==> src/rtl/tea_variant_block_cipher_assert.svh <==
// Assertion macros for the TEA-variant block cipher.
`ifndef TEA_VARIANT_BLOCK_CIPHER_ASSERT_SVH
`define TEA_VARIANT_BLOCK_CIPHER_ASSERT_SVH

`ifndef SYNTHESIS

// antecedent in this cycle implies consequent in the same cycle
`define TVBC_ASSERT_SAME(lbl, clk, rst, ante, cons) \
  lbl: assert property (@(posedge clk) disable iff (rst) (ante) |-> (cons)) \
    else $error("tvbc assertion failed");

// antecedent in this cycle implies consequent in the next cycle
`define TVBC_ASSERT_NEXT(lbl, clk, rst, ante, cons) \
  lbl: assert property (@(posedge clk) disable iff (rst) (ante) |=> (cons)) \
    else $error("tvbc assertion failed");

`else

`define TVBC_ASSERT_SAME(lbl, clk, rst, ante, cons)
`define TVBC_ASSERT_NEXT(lbl, clk, rst, ante, cons)

`endif

`endif

==> src/rtl/tvbc_pkg.sv <==
// Types, constants and round functions for the TEA-variant block cipher.
package tvbc_pkg;

  localparam int TVBC_ROUNDS = 32;

  localparam logic [31:0] RC_RESET      = 32'he09ffbb1;
  localparam logic [4:0]  SPECIAL_RESET = 5'd22;

  localparam int ADDR_W = 5;

  // register indexes (paddr[4:2])
  localparam logic [2:0] REG_KEY0    = 3'd0;
  localparam logic [2:0] REG_KEY1    = 3'd1;
  localparam logic [2:0] REG_KEY2    = 3'd2;
  localparam logic [2:0] REG_KEY3    = 3'd3;
  localparam logic [2:0] REG_RC      = 3'd4;
  localparam logic [2:0] REG_SPECIAL = 3'd5;

  typedef struct packed {
    logic        operation;
    logic [31:0] block_first;
    logic [31:0] block_second;
  } tvbc_in_t;

  typedef struct packed {
    logic [31:0] result_first;
    logic [31:0] result_second;
  } tvbc_out_t;

  typedef struct packed {
    logic [31:0] key_word0;
    logic [31:0] key_word1;
    logic [31:0] key_word2;
    logic [31:0] key_word3;
    logic [31:0] round_constant;
  } tvbc_keys_t;

  // one block in flight; sum is the value the current round works with
  typedef struct packed {
    logic        op;
    logic [31:0] first;
    logic [31:0] second;
    logic [31:0] sum;
  } tvbc_stage_t;

  function automatic logic [31:0] mix_first(input logic [31:0] s, input logic [31:0] sum,
                                            input logic [31:0] k0, input logic [31:0] k1);
    return ((s << 4) + k0) ^ (s + sum) ^ ((s >> 5) + k1);
  endfunction

  function automatic logic [31:0] mix_second(input logic [31:0] f, input logic [31:0] sum,
                                             input logic [31:0] k2, input logic [31:0] k3,
                                             input logic sp);
    logic [31:0] lt;
    logic [31:0] rt;
    lt = sp ? (f << 2) : (f << 4);
    rt = sp ? (f >> 3) : (f >> 5);
    return (lt + k2) ^ (f + sum) ^ (rt + k3);
  endfunction

endpackage

==> src/rtl/tvbc_round.sv <==
// One cipher round as two registered half-round stages, encrypt or decrypt per item.
module tvbc_round
  import tvbc_pkg::*;
(
  input  logic        clk,
  input  logic        rst,
  input  logic        in_valid,
  input  tvbc_stage_t in_stage,
  input  tvbc_keys_t  keys,
  input  logic        spec_enc,
  input  logic        spec_dec,
  output logic        out_valid,
  output tvbc_stage_t out_stage
);

  logic        mid_valid;
  tvbc_stage_t mid;
  tvbc_stage_t mid_next;
  tvbc_stage_t out_next;
  logic        sp_in;
  logic        sp_mid;
  logic [31:0] mix_a;
  logic [31:0] mix_b;

  assign sp_in  = in_stage.op ? spec_dec : spec_enc;
  assign sp_mid = mid.op ? spec_dec : spec_enc;

  // first half: encrypt updates the first word, decrypt undoes the second word
  always_comb begin
    mid_next = in_stage;
    if (in_stage.op) begin
      mix_a = mix_second(in_stage.first, in_stage.sum, keys.key_word2, keys.key_word3, sp_in);
      mid_next.second = in_stage.second - mix_a;
    end else begin
      mix_a = mix_first(in_stage.second, in_stage.sum, keys.key_word0, keys.key_word1);
      mid_next.first = in_stage.first + mix_a;
    end
  end

  // second half, plus the sum step toward the next round
  always_comb begin
    out_next = mid;
    if (mid.op) begin
      mix_b = mix_first(mid.second, mid.sum, keys.key_word0, keys.key_word1);
      out_next.first = mid.first - mix_b;
      out_next.sum   = mid.sum - keys.round_constant;
    end else begin
      mix_b = mix_second(mid.first, mid.sum, keys.key_word2, keys.key_word3, sp_mid);
      out_next.second = mid.second + mix_b;
      out_next.sum    = mid.sum + keys.round_constant;
    end
  end

  always_ff @(posedge clk) begin
    if (rst) begin
      mid_valid <= 1'b0;
      out_valid <= 1'b0;
    end else begin
      mid_valid <= in_valid;
      out_valid <= mid_valid;
    end
  end

  always_ff @(posedge clk) begin
    mid       <= mid_next;
    out_stage <= out_next;
  end

endmodule

==> config.mk <==
export PLATFORM = sky130hd
export DESIGN_NAME = tvbc_round
export DESIGN_NICKNAME = d
export VERILOG_FILES = /design/src/rtl/tea_variant_block_cipher_assert.svh /design/src/rtl/tvbc_pkg.sv /design/src/rtl/tvbc_round.sv
export SDC_FILE = /design/constraint.sdc
export NUM_CORES = 2
export LEC_CHECK = 0
export ABC_AREA = 1
export BUFFER_PORTS_ARGS = -buffer_cell sky130_fd_sc_hd__buf_4
export CAP_MARGIN = 40
export CORE_MARGIN = 2
export CORE_UTILIZATION = 38
export CTS_BUF_LIST = sky130_fd_sc_hd__clkbuf_8
export DETAILED_ROUTE_END_ITERATION = 12
export GPL_ROUTABILITY_DRIVEN = 0
export PLACE_DENSITY = 0.6
export SKIP_CTS_REPAIR_TIMING = 1
export SYNTH_ARGS = -nofsm -noshare
export SYNTH_HDL_FRONTEND = slang
export SYNTH_SLANG_ARGS = --single-unit
==> constraint.sdc <==
create_clock -name clk -period 11.3 [get_ports clk]
set_input_delay 0.565 -clock clk [delete_from_list [all_inputs] [get_ports clk]]
set_output_delay 0.565 -clock clk [all_outputs]
set_load 0.02 [all_outputs]
## Word level (Yosys, flattened, before mapping)

Cells that the tools add are included.

- Output and inout port bits: 98
- Flip-flop bits (word level): 196
- Word-level logic and storage cells: 47
- Input port bits: 262

- Bitwise gates (word level): 8
- Muxes and demuxes: 11
- $add $sub $neg: 18

Operators with widths:

| kind | count |
|---|---|
| 32-bit adder | 11 |
| 32-bit bitwise XOR | 8 |
| 32-bit two-way mux | 7 |
| 32-bit subtractor | 3 |
| 27-bit by 32-bit adder with 32-bit output | 2 |
| 29-bit by 32-bit adder with 32-bit output | 2 |
| 29-bit two-way mux | 2 |
| 1-bit two-way mux | 2 |

## Logic depth before layout (Yosys ltp)

- Depth in word-level cells: 7
- Depth in mapped cells: 42

## Worst setup path before layout

Ideal clock, no wire load.

- Kind: input to register
- Start: input port spec_dec
- End: register out_stage[58] (netlist bit)
- Stages: 31
- Arrival time: 4.532 ns
- Slack: 6.654 ns
- Library setup time: 0.114 ns
- Required time: 11.186 ns
- Path through: inv_1 -> nand2_1 -> nand2_2 -> clkbuf_1 -> clkbuf_1 -> o21ai_0 -> inv_1 -> ha_1 -> inv_1 -> fa_1 -> inv_1 -> nand3_1 -> nand2_1 -> nand2_1 -> nand3_1 -> a21o_2 -> a21oi_2 -> or2_1 -> nand2_1 -> xor2_1 -> xor2_1 -> ha_1 -> nand2_1 -> inv_1 -> a21oi_1 -> inv_1 -> a21oi_1 -> o311ai_0 -> or2_2 -> nand3_1 -> nand2_1

RTL lines:

| what | line | text |
|---|---|---|
| from (decl) | tvbc_round.sv:11 | `input logic spec_dec,` |
| to (signal assigned) | tvbc_round.sv:66 | `out_stage <= out_next;` |
| to (decl) | tvbc_round.sv:13 | `output tvbc_stage_t out_stage` |

==> results.toml <==
[floorplanning]
rows = 117
die_w_um = 323.8
core-area_um2 = 101600
fp.dieH_um = 323.8
die_area_um2 = 104900
start_util_pct = 38.25
ios = 360

[logic_synthesis]
ys_seq_area_share_pct = 10.10
ys_warn_count = 0
ys_ff_latch = 196
synth_area_um2 = 38860
synth_top_cell_by_area = "ha_1"
synth.most_common_cell = "nand2_1"
synth_cell_type_count = 62
synth_flop_cell = "dfxtp_1"
synth_edf_count = 0
syn_area_per_cell_um2 = 6.068
synth_top_area_share_pct = 16.48
syn-num-nets = 7196
synthTopCellsByArea = "ha_1, nand2_1, dfxtp_1"
synthArstFlopShare_pct = 0
ys_top_cells_by_count = "nand2_1, inv_1, nor2_1"
syn_inst = 6405

[drt]
routed_wl_um = 192200
antenna_left = 0
drt_first_pass_iters = 8
viasPerCell = 5.572
drt_iter0_drc = 5406
wl_per_cell_um = 23.61
drc_errors = 0
via_count = 45370

[hold_path]
hold_path_depth = 1
hp-class = "primary input to flip-flop"

[sta]
fin_crit_ns = 6.646
fin_skew_ns = 0.01743
layout_setup_ws_ns = 4.654
setup_viol_count_final = 0
finalHoldWorstSlack_ns = 0.1187
tightestPinTransition_ns = 1.060
maxSlewHeadroom_pct = 29.24
fin_crit_sh_pct = 58.81
finalHoldViolCount = 0
rsz0062_at_grt = "no"
finalMaxSlewViolations = 0
fmax_ghz = 0.1505
setup_tns_ns = 0

[final_layout]
fin_util_pct = 42.99
drive_gt1_share_pct = 8.282
syn2layout_area_growth_pct = 12.38
nets = 7540
fillers = 11080

[job]
maxCapViolations = 0

[setup_path]
crit_required_ns = 11.79
critPathSlowestCell = "buf_4"
reg2regPathDepth = 29
crit_path_end_kind = "flip-flop"
path_class = "flip-flop to flip-flop"
crit_arrival_ns = 7.13
critical_path.startpoint_type = "flip-flop"
slowest_delay_ns = 0.62
path_max_fanout = 79
critical_path.most_common_cell = "nand2_1"

[global_routing]
globalRoute.totalOverflow = 0
antenna_found_initial = 19
busiest_layer = "met2"
grt_pass1_wl_um = 268400
grt.met1_usage_pct = 43.59
grt_max_degree = 89
first_global_vias = 40640
grt_util_met2_pct = 51.99
grt_use_total_pct = 35.50
grt_use_met3_pct = 8.841

[clocking]
cts_buffer_depth = 2
numCtsBuffers = 17
cts_num_sinks = 196
clkTransAtPathRegs_ns = 0.11
cts_tree = "yes"
cts-root-buf = "clkbuf_8"
clk_latency_ns = 0.58
cts-htree-levels = 4

[placed_design]
hpwl_um = 167800
io_buffers = 359
dp_worst_setup_slack_ns = 4.542

[run_status]
status = "complete, no violations"
[layout make-up]
| cell class | count | area (µm²) | area share, % |
|---|---|---|---|
| clock buffer | 17 | 234.0 | 0.5357 |
| timing repair buffer | 379 | 2887 | 6.609 |
| antenna | 12 | 30.03 | 0.06876 |
| clock inverter | 15 | 171.4 | 0.3925 |
| tap | 1368 | 1712 | 3.919 |
| sequential | 196 | 3925 | 8.987 |
| inverter | 833 | 3129 | 7.165 |
| multi-input combinational | 5322 | 31590 | 72.32 |
[layout by cell type, fill, tap and decap left out, types with 20 or more instances in the layout]
cell / netlist / layout
o21ai_0: 381 / 381
dfxtp_1: 196 / 195
buf_4: 1 / 370
a31oi_1: 56 / 56
inv_1: 826 / 826
o21a_1: 24 / 24
nand2_1: 1679 / 1678
nand3_1: 294 / 294
nor3_1: 87 / 87
nand4_1: 50 / 50
a21oi_2: 20 / 20
nor2_1: 581 / 581
xor2_1: 342 / 342
o21ai_1: 38 / 38
o21ai_2: 20 / 20
ha_1: 512 / 512
a21oi_1: 535 / 535
nand3b_1: 38 / 38
nor4_1: 25 / 25
o21bai_1: 43 / 43
a21o_1: 93 / 93
xnor2_1: 267 / 267
or2_2: 54 / 54
[path summary, 6_finish.rpt]
| check | from | end | slack, ns |
|---|---|---|---|
| max reg2reg | mid[96] | out_stage[58] | 4.65 |
| min | in_stage[31] | mid[31] | 0.12 |
| min reg2reg | mid_valid | out_valid | 0.42 |
| max | mid[96] | out_stage[58] | 4.65 |
[worst max-delay path: cells and delay by family, from the launching register on]
kind | cells | cell delay (ns)
buffers and inverters | 7 | 1.84
AND/OR/NAND/NOR | 10 | 1.69
AO/OA/AOI/OAI | 7 | 1.10
XOR/XNOR | 3 | 0.78
adder cells (fa/ha/maj) | 2 | 0.72
flip-flops | 1 | 0.35
[cell families after synthesis]
group / share of synthesized area, %
fa+ha+maj: 17.36
compound gates: 19.41
flops: 10.10
xor+xnor: 13.88
simple gates: 30.62
buf+inv: 8.638
[per-stage QoR]
stage | cells | cell area (µm²)
after floorplan | 6405 | 38860
after global placement | 8089 | 43130
after detailed placement | 8096 | 43210
after CTS | 8128 | 43620
after global routing | 8131 | 43650
final | 8142 | 43670
[layer usage]
layer	share of wire (%)	vias up
met3	11	680
met5	0.091	-
met4	9.9	24
met1	39	20280
met2	40	2506
li1	-	21870
[sequential cells by signal (all words and copies together) (netlist names)]
| register | count |
|---|---|
| out_stage | 97 |
| out_valid | 1 |
| mid | 97 |
| mid_valid | 1 |
Power is left out: the tool's default activity adds up to more than one toggle a clock period on the data nets, which glitch-free logic cannot reach.
